==> src/dbcc_pkg.sv <==
// ----------------------------------------------------------------------------
// dbcc_pkg: shared definitions for the debounced button chord capture block
// Field widths, configuration codes and reset values, and the structs passed
// between the button lanes, the chord merge stage and the top level.
// ----------------------------------------------------------------------------
package dbcc_pkg;

    // Fixed field widths of the stream payloads.
    localparam int NOW_W      = 32;
    localparam int PIN_W      = 8;
    localparam int CHORD_W    = 8;
    localparam int IN_DATA_W  = 40;   // now_ms and pin_levels, whole bytes
    localparam int OUT_DATA_W = 8;    // chord_bits

    // Configuration port.
    localparam int CFG_W     = 16;
    localparam int CFG_IDX_W = 2;

    localparam logic [CFG_IDX_W-1:0] CFG_DEBOUNCE     = 2'd0;
    localparam logic [CFG_IDX_W-1:0] CFG_CHORD_WAIT   = 2'd1;
    localparam logic [CFG_IDX_W-1:0] CFG_ACTIVE_LEVEL = 2'd2;

    localparam logic [CFG_W-1:0] DEBOUNCE_RST     = 16'd50;
    localparam logic [CFG_W-1:0] CHORD_WAIT_RST   = 16'd100;
    localparam logic             ACTIVE_LEVEL_RST = 1'b1;

    // Parameter defaults.
    localparam int BUTTONS_DEF   = 8;
    localparam int TIME_BITS_DEF = 32;

    typedef struct packed {
        logic [CFG_W-1:0] holdoff_ms;
        logic [CFG_W-1:0] chord_wait_ms;
        logic             active_level;
    } t_cfg;

    // What one lane reports for the poll at hand.
    typedef struct packed {
        logic sampled;     // button sampled and pressed
        logic new_press;   // button changed to pressed on this poll
    } t_lane_stat;

endpackage

==> src/dbcc_lane.sv <==
// ----------------------------------------------------------------------------
// dbcc_lane: debounce lane for one button
// Holds the button's debounced state and last change time, and reports
// whether the button is sampled pressed and whether it newly went pressed.
// ----------------------------------------------------------------------------
module dbcc_lane #(
    parameter int TIME_BITS = dbcc_pkg::TIME_BITS_DEF
) (
    input  logic                 i_clk,
    input  logic                 i_rst_n,
    input  logic                 i_step,
    input  logic [TIME_BITS-1:0] i_now,
    input  logic                 i_level,
    input  dbcc_pkg::t_cfg       i_cfg,
    output dbcc_pkg::t_lane_stat o_stat
);
    import dbcc_pkg::*;

    logic                 r_pressed, n_pressed;
    logic [TIME_BITS-1:0] r_change_time, n_change_time;

    logic                 pressed;
    logic [TIME_BITS-1:0] elapsed;
    logic                 eligible;
    logic                 change;

    // The subtraction wraps modulo 2^TIME_BITS, as the time base does.
    assign pressed  = (i_level == i_cfg.active_level);
    assign elapsed  = i_now - r_change_time;
    assign eligible = elapsed > TIME_BITS'(i_cfg.holdoff_ms);
    assign change   = eligible && (r_pressed != pressed);

    always_comb begin
        n_pressed     = r_pressed;
        n_change_time = r_change_time;
        if (i_step && change) begin
            n_pressed     = pressed;
            n_change_time = i_now;
        end
    end

    always_ff @(posedge i_clk) begin
        if (!i_rst_n) begin
            r_pressed     <= 1'b0;
            r_change_time <= '0;
        end else begin
            r_pressed     <= n_pressed;
            r_change_time <= n_change_time;
        end
    end

    assign o_stat.sampled   = eligible && pressed;
    assign o_stat.new_press = change && pressed;

endmodule

==> src/dbcc_merge.sv <==
// ----------------------------------------------------------------------------
// dbcc_merge: chord window merge stage
// Combines the lane reports into the chord accumulator, opens the window on
// the first press and emits the chord once the window time has elapsed.
// ----------------------------------------------------------------------------
module dbcc_merge #(
    parameter int BUTTONS   = dbcc_pkg::BUTTONS_DEF,
    parameter int TIME_BITS = dbcc_pkg::TIME_BITS_DEF
) (
    input  logic                 i_clk,
    input  logic                 i_rst_n,
    input  logic                 i_step,
    input  logic [TIME_BITS-1:0] i_now,
    input  logic [BUTTONS-1:0]   i_sampled,
    input  logic [BUTTONS-1:0]   i_new_press,
    input  logic [dbcc_pkg::CFG_W-1:0] i_chord_wait_ms,
    output logic                 o_emit,
    output logic [BUTTONS-1:0]   o_chord
);
    import dbcc_pkg::*;

    logic                 r_open, n_open;
    logic [TIME_BITS-1:0] r_start, n_start;
    logic [BUTTONS-1:0]   r_accum, n_accum;

    logic                 any_press;
    logic                 open_now;
    logic [TIME_BITS-1:0] start_eff;
    logic [BUTTONS-1:0]   accum_new;
    logic [TIME_BITS-1:0] elapsed;

    assign any_press = |i_new_press;
    assign open_now  = r_open || any_press;

    // A window opened on this poll starts now with a cleared accumulator.
    assign start_eff = r_open ? r_start : (any_press ? i_now : r_start);
    assign accum_new = (r_open ? r_accum : (any_press ? '0 : r_accum)) | i_sampled;
    assign elapsed   = i_now - start_eff;
    assign o_emit    = open_now && (elapsed > TIME_BITS'(i_chord_wait_ms));
    assign o_chord   = o_emit ? accum_new : '0;

    always_comb begin
        n_open  = r_open;
        n_start = r_start;
        n_accum = r_accum;
        if (i_step && open_now) begin
            n_open  = !o_emit;
            n_start = o_emit ? i_now : start_eff;
            n_accum = accum_new;
        end
    end

    always_ff @(posedge i_clk) begin
        if (!i_rst_n) begin
            r_open  <= 1'b0;
            r_start <= '0;
            r_accum <= '0;
        end else begin
            r_open  <= n_open;
            r_start <= n_start;
            r_accum <= n_accum;
        end
    end

endmodule

==> src/debounced_button_chord_capture.sv <==
// ----------------------------------------------------------------------------
// debounced_button_chord_capture: debounced button poll with chord window
// Debounces a vector of button pins against a millisecond timestamp and
// collects presses that fall within a chord window into one chord result.
//
//   Channel    Direction  Transfer carries
//   s_axis     in         tdata: now_ms[31:0], pin_levels[39:32]
//   m_axis     out        tuser: chord_valid; tdata: chord_bits[7:0]
//   cfg        in         one register write per cycle, no read-back
//
// One poll is taken per cycle while s_axis is ready and yields one result; the
// per-button state and the chord window update in the cycle of the transfer, so
// polls follow back to back. Results are registered in the output stage.
// A two-entry output stage (output register plus skid) keeps s_axis ready
// while a single result waits; tready drops only once both entries are full.
// Reset is synchronous and active low and clears all button and chord state.
// ----------------------------------------------------------------------------
module debounced_button_chord_capture #(
    parameter int BUTTONS   = dbcc_pkg::BUTTONS_DEF,
    parameter int TIME_BITS = dbcc_pkg::TIME_BITS_DEF
) (
    input  logic                              i_clk,
    input  logic                              i_rst_n,
    // Input polls.
    input  logic                              i_s_axis_tvalid,
    output logic                              o_s_axis_tready,
    input  logic [dbcc_pkg::IN_DATA_W-1:0]    i_s_axis_tdata,  // now_ms, pin_levels
    // Chord results.
    output logic                              o_m_axis_tvalid,
    input  logic                              i_m_axis_tready,
    output logic [dbcc_pkg::OUT_DATA_W-1:0]   o_m_axis_tdata,  // chord_bits
    output logic                              o_m_axis_tuser,  // chord_valid
    // Configuration writes.
    input  logic                              i_cfg_we,
    input  logic [dbcc_pkg::CFG_IDX_W-1:0]    i_cfg_idx,
    input  logic [dbcc_pkg::CFG_W-1:0]        i_cfg_data
);
    import dbcc_pkg::*;

    // ------------------------------------------------------------------
    // Configuration registers.
    // ------------------------------------------------------------------
    t_cfg r_cfg, n_cfg;

    always_comb begin
        n_cfg = r_cfg;
        if (i_cfg_we) begin
            case (i_cfg_idx)
                CFG_DEBOUNCE:     n_cfg.holdoff_ms    = i_cfg_data;
                CFG_CHORD_WAIT:   n_cfg.chord_wait_ms = i_cfg_data;
                CFG_ACTIVE_LEVEL: n_cfg.active_level  = i_cfg_data[0];
                default:          n_cfg = r_cfg;
            endcase
        end
    end

    always_ff @(posedge i_clk) begin
        if (!i_rst_n) begin
            r_cfg.holdoff_ms    <= DEBOUNCE_RST;
            r_cfg.chord_wait_ms <= CHORD_WAIT_RST;
            r_cfg.active_level  <= ACTIVE_LEVEL_RST;
        end else begin
            r_cfg <= n_cfg;
        end
    end

    // ------------------------------------------------------------------
    // Input unpacking. Buttons beyond the pin field read a low level, and
    // the timestamp is cut or widened to the internal time base.
    // ------------------------------------------------------------------
    logic                 accept;
    logic [TIME_BITS-1:0] now;
    logic [BUTTONS-1:0]   levels;

    assign accept = i_s_axis_tvalid && o_s_axis_tready;
    assign now    = TIME_BITS'(i_s_axis_tdata[NOW_W-1:0]);
    assign levels = BUTTONS'(i_s_axis_tdata[NOW_W +: PIN_W]);

    // ------------------------------------------------------------------
    // One debounce lane per button, all evaluated in parallel.
    // ------------------------------------------------------------------
    logic [BUTTONS-1:0] sampled;
    logic [BUTTONS-1:0] new_press;

    for (genvar g = 0; g < BUTTONS; g++) begin : g_lane
        t_lane_stat lane_stat;

        dbcc_lane #(
            .TIME_BITS (TIME_BITS)
        ) u_lane (
            .i_clk   (i_clk),
            .i_rst_n (i_rst_n),
            .i_step  (accept),
            .i_now   (now),
            .i_level (levels[g]),
            .i_cfg   (r_cfg),
            .o_stat  (lane_stat)
        );

        assign sampled[g]   = lane_stat.sampled;
        assign new_press[g] = lane_stat.new_press;
    end

    // ------------------------------------------------------------------
    // Chord merge.
    // ------------------------------------------------------------------
    logic               emit;
    logic [BUTTONS-1:0] chord;

    dbcc_merge #(
        .BUTTONS   (BUTTONS),
        .TIME_BITS (TIME_BITS)
    ) u_merge (
        .i_clk           (i_clk),
        .i_rst_n         (i_rst_n),
        .i_step          (accept),
        .i_now           (now),
        .i_sampled       (sampled),
        .i_new_press     (new_press),
        .i_chord_wait_ms (r_cfg.chord_wait_ms),
        .o_emit          (emit),
        .o_chord         (chord)
    );

    // ------------------------------------------------------------------
    // Output register with skid entry. A result goes straight to the output
    // register when it is free, otherwise it parks in the skid entry.
    // ------------------------------------------------------------------
    logic               r_out_valid, n_out_valid;
    logic               r_out_flag, n_out_flag;
    logic [CHORD_W-1:0] r_out_bits, n_out_bits;
    logic               r_skid_valid, n_skid_valid;
    logic               r_skid_flag, n_skid_flag;
    logic [CHORD_W-1:0] r_skid_bits, n_skid_bits;

    logic               out_free;
    logic [CHORD_W-1:0] res_bits;

    assign out_free = !r_out_valid || i_m_axis_tready;
    assign res_bits = CHORD_W'(chord);

    always_comb begin
        n_out_valid  = r_out_valid;
        n_out_flag   = r_out_flag;
        n_out_bits   = r_out_bits;
        n_skid_valid = r_skid_valid;
        n_skid_flag  = r_skid_flag;
        n_skid_bits  = r_skid_bits;
        if (out_free) begin
            if (r_skid_valid) begin
                n_out_valid  = 1'b1;
                n_out_flag   = r_skid_flag;
                n_out_bits   = r_skid_bits;
                n_skid_valid = accept;
                n_skid_flag  = emit;
                n_skid_bits  = res_bits;
            end else begin
                n_out_valid  = accept;
                n_out_flag   = emit;
                n_out_bits   = res_bits;
            end
        end else if (accept) begin
            n_skid_valid = 1'b1;
            n_skid_flag  = emit;
            n_skid_bits  = res_bits;
        end
    end

    always_ff @(posedge i_clk) begin
        if (!i_rst_n) begin
            r_out_valid  <= 1'b0;
            r_skid_valid <= 1'b0;
        end else begin
            r_out_valid  <= n_out_valid;
            r_skid_valid <= n_skid_valid;
        end
    end

    always_ff @(posedge i_clk) begin
        r_out_flag  <= n_out_flag;
        r_out_bits  <= n_out_bits;
        r_skid_flag <= n_skid_flag;
        r_skid_bits <= n_skid_bits;
    end

    assign o_s_axis_tready = !r_skid_valid;
    assign o_m_axis_tvalid = r_out_valid;
    assign o_m_axis_tdata  = r_out_bits;
    assign o_m_axis_tuser  = r_out_flag;

    // ------------------------------------------------------------------
    // Assertions.
    // ------------------------------------------------------------------

    // The skid entry only fills behind a held output register.
    a_skid_behind_out: assert property (@(posedge i_clk) disable iff (!i_rst_n)
        r_skid_valid |-> r_out_valid)
        else $error("skid entry valid while output register empty");

    // A transfer that meets a stalled output must park in the skid entry.
    a_stall_parks: assert property (@(posedge i_clk) disable iff (!i_rst_n)
        (accept && r_out_valid && !i_m_axis_tready) |=> r_skid_valid)
        else $error("result lost while output stalled");

    // A transfer into an idle output stage shows up at the output next cycle.
    a_free_path: assert property (@(posedge i_clk) disable iff (!i_rst_n)
        (accept && out_free && !r_skid_valid) |=> (r_out_valid && !r_skid_valid))
        else $error("result not presented after free transfer");

endmodule

==> config.mk <==
export PLATFORM = sky130hd
export DESIGN_NAME = debounced_button_chord_capture
export DESIGN_NICKNAME = d
export VERILOG_FILES = /design/src/dbcc_pkg.sv /design/src/dbcc_lane.sv /design/src/dbcc_merge.sv /design/src/debounced_button_chord_capture.sv
export SDC_FILE = /design/constraint.sdc
export NUM_CORES = 2
export LEC_CHECK = 0
export BUFFER_PORTS_ARGS = -buffer_cell sky130_fd_sc_hd__buf_4
export CAP_MARGIN = 0
export CORE_MARGIN = 4
export CORE_UTILIZATION = 47
export DETAILED_ROUTE_END_ITERATION = 10
export HOLD_SLACK_MARGIN = 0.08
export PLACE_DENSITY = 0.67
export REMOVE_ABC_BUFFERS = 1
export SYNTH_ARGS = -nofsm -noshare
export SYNTH_HDL_FRONTEND = slang
export SYNTH_SLANG_ARGS = --single-unit
export TNS_END_PERCENT = 5
==> constraint.sdc <==
create_clock -name i_clk -period 14.1 [get_ports i_clk]
set_input_delay 0.705 -clock i_clk [delete_from_list [all_inputs] [get_ports i_clk]]
set_output_delay 0.705 -clock i_clk [all_outputs]
set_load 0.01 [all_outputs]
==> results.json <==
{
  "wire_per_inst_um": 19.7,
  "p_leak_nw": 15.5,
  "dp_hpwl_um": 78500,
  "muxShareOfSynthArea_pct": 9.56,
  "vias": 33300,
  "p_int_mw": 2.45,
  "die_y_um": 282,
  "max_freq_mhz": 79.1,
  "dieArea_mm2": 0.0794,
  "cts_sinks": 358,
  "synth_top_family_by_area": "compound AO/OA/AOI/OAI gates",
  "rows": 100,
  "critPathMaxStageDelay_ns": 0.77,
  "first_pass_iters": 8,
  "grt_max_degree": 128,
  "cts.path.max_buffers": 3,
  "synth-seq-cells": 358,
  "r2r_setup_slack_ns": 1.80,
  "routed_wl_um": 109000,
  "seqCellArea_mm2": 0.00735,
  "synth-main-ff-cell": "dfxtp_1",
  "seqPwrFrac_pct": 28.5,
  "synthXorXnorAreaFrac_pct": 4.90,
  "combPwrFrac_pct": 41.8,
  "area_delta_synth_final_pct": 7.29,
  "status": "completed",
  "fill_cells": 7377,
  "h-tree-depth": 2,
  "io_pins": 74,
  "worst_path_max_delay_cell": "o31ai_4",
  "cp_data_required_time_ns": 14.42,
  "p_switching_mw": 1.53,
  "synth_common_cells": "nor2_1 (492), nand2_1 (431), a21oi_1 (424), ha_1 (420), inv_1 (347)",
  "slew_viol_final": 0,
  "fin_nets": 5012,
  "clk_latency_ns": 0.61,
  "synth_compound_area_share_pct": 23.7,
  "powerDensity_mw_per_mm2": 105,
  "coreArea_mm2": 0.0743,
  "tightest_slew_ns": 1.25,
  "slew_headroom_pct": 15.7,
  "startpoint_type": "input pin",
  "cts_resized": 0,
  "clkSlewWorstSetupHoldPaths_ns": 0.06,
  "final-hold-violation-count": 0,
  "synth_seq_area_share_pct": 20.9,
  "multiInputGateArea_mm2": 0.0257,
  "via_per_inst": 6.03,
  "tritoncts": "done",
  "final_util_pct": 50.8,
  "hp-class": "input pin to flip-flop",
  "synth_fa_ha_area_share_pct": 15.5,
  "synth_area_leaders": "dfxtp_1 (19%), ha_1 (15%), mux2i_1 (9.1%), a21oi_1 (6.0%), nor2_1 (5.2%)",
  "synth.most_common_cell": "nor2_1",
  "cp-end-kind": "flip-flop",
  "grt.total_usage_pct": 26.5,
  "ir_drop_mv": 0.0751,
  "min_period_ns": 12.64,
  "async_flop_share_pct": 0,
  "drive_above_1_share_pct": 5.71,
  "path_max_fanout": 29,
  "worst_clock_skew_ns": 0.0392,
  "detail-route-antenna-nets": 0,
  "portBuffers": 73,
  "rsz0062_at_grt": "no",
  "hold_slack_ns": 0.352,
  "ys_types": 115,
  "place_congestion": 0.969,
  "finalSetupViolCount": 0,
  "syn_area_mm2": 0.0352,
  "postCtsSetupRepairBufs": 0,
  "yosys.area.top_type": "dfxtp_1",
  "die_w_um": 282,
  "synth_top_area_share_pct": 19.3,
  "yosysWarnings": 0,
  "synthCells": 4597,
  "finalCritPeriodShare_pct": 89.6,
  "tns_ns": 0,
  "initial_utilization_pct": 47.4,
  "swShare_pct": 38.4,
  "numCtsBuffers": 43,
  "criticalPathCategory": "input pin to flip-flop",
  "drc_errors": 0,
  "max_cap_violations": 0,
  "grt_pass1_vias": 30500,
  "grt_first_pass_wirelength_um": 170000,
  "synthSimpleGateAreaFrac_pct": 19.2,
  "avgSynthCellArea_um2": 7.66,
  "synth-edff-count": 18,
  "arrival_ns": 12.95,
  "antenna_found_initial": 0,
  "critPathMostFrequentCell": "a21oi_1",
  "globalRoute.totalOverflow": 0,
  "drt_iter0_drc": 2613,
  "p_clk_share_pct": 29.8,
  "root_buffer": "clkbuf_16",
  "postCtsHoldBufs": 0
}
## power by group through the flow
stage | Clock, mW | Combinational (mW) | Sequential [mW]
after floorplan | 0 | 1.24 | 1.15
after CTS | 1.21 | 1.64 | 1.13
after global routing | 1.25 | 1.85 | 1.14
after global placement | 0 | 1.61 | 1.15
after detailed placement | 0 | 1.63 | 1.15
final | 1.18 | 1.66 | 1.13
## flip-flops by register name, indices dropped and copies added, names as in the netlist
register	count
u_merge.r_open	1
o_m_axis_tuser	1
u_merge.r_start	32
r_skid_valid	1
r_skid_bits	8
g_lane.u_lane.r_change_time	256
o_m_axis_tvalid	1
r_skid_flag	1
g_lane.u_lane.r_pressed	8
r_cfg	33
u_merge.r_accum	8
o_m_axis_tdata	8
## critical path, delay by kind of cell
family                   cells  cell delay (ns)
AO/OA/AOI/OAI               18             4.88
XOR/XNOR                     2             0.31
adder cells (fa/ha/maj)      8             2.58
buffers and inverters        4             1.12
multiplexers                 1             0.29
AND/OR/NAND/NOR             14             3.02
## final timing paths
| path | start | endpoint | depth (start not counted) |
|---|---|---|---|
| setup reg to reg | g_lane[1].u_lane.r_change_time[1]$_SDFFE_PN0P_ | o_m_axis_tdata[7]$_DFFE_PN_ | 46 |
| setup / recovery | i_s_axis_tdata[0] | o_m_axis_tdata[7]$_DFFE_PN_ | 47 |
| hold / removal | i_cfg_data[6] | r_cfg[7]$_SDFFE_PN1P_ | 3 |
| hold reg to reg | r_cfg[2]$_SDFFE_PN0P_ | r_cfg[2]$_SDFFE_PN0P_ | 2 |
## cells by family after synthesis
group,count (synthesis)
flip-flops,358
AO/OA/AOI/OAI,1263
multiplexers,334
XOR/XNOR,197
adder cells (fa/ha/maj),432
buffers and inverters,565
AND/OR/NAND/NOR,1448
## final cells by class
type	count	share of cell area, %
multi-input combinational	3674	68.0
sequential	358	19.4
inverter	349	3.49
clock buffer	55	3.26
tap	969	3.21
timing repair buffer	94	1.87
clock inverter	23	0.689
antenna	1	0.00662
## metrics by stage
stage	setup WS [ns]	power, mW	cell area, µm²	cells
6_report	1.46	3.97	37800	5523
5_1_grt	0.726	4.23	37800	5522
4_1_cts	1.58	3.98	37800	5522
3_5_place_dp	0.973	2.78	36300	5444
3_3_place_gp	1.32	2.76	36300	5444
2_1_floorplan	1.60	2.38	34300	4381
## cell usage in the layout (no fill, tap or decap), types with 12 or more instances in the layout
master / synthesis / routed
nor2_1: 492 / 492
nand2_1: 431 / 430
a21oi_1: 424 / 424
ha_1: 420 / 420
inv_1: 347 / 346
dfxtp_1: 340 / 340
mux2i_1: 319 / 319
o21ai_0: 215 / 215
xnor2_1: 110 / 110
a21o_1: 109 / 109
nand4_1: 108 / 108
buf_4: 5 / 94
xor2_1: 87 / 87
nand3_1: 79 / 77
o21a_1: 73 / 73
nor3_1: 56 / 53
o211ai_1: 47 / 47
nor2b_1: 46 / 45
clkbuf_16: 0 / 44
nand2b_1: 39 / 39
or3_1: 33 / 33
a211oi_1: 31 / 31
a31oi_1: 29 / 29
o31ai_1: 29 / 29
and2_1: 27 / 27
o21bai_1: 25 / 25
and4_1: 25 / 25
nor4_1: 25 / 25
and3_1: 22 / 22
o2111ai_1: 21 / 21
a21boi_0: 19 / 19
edfxtp_1: 18 / 18
o21ai_1: 16 / 16
a2111oi_0: 15 / 15
a211o_1: 15 / 15
a311oi_1: 14 / 14
o221ai_1: 12 / 12
or2_2: 12 / 12
## routing by layer
metal  part of all wire (%)  GRT usage, %  vias to the layer above
met2                     44          43.1                      993
met1                     45          35.7                    15700
met3                    5.7          3.24                      213
met4                    4.9          11.2                        0
met5                      0             0                        -
li1                       -             -                    16400
Note: power is estimated with default switching activity, not from simulation.
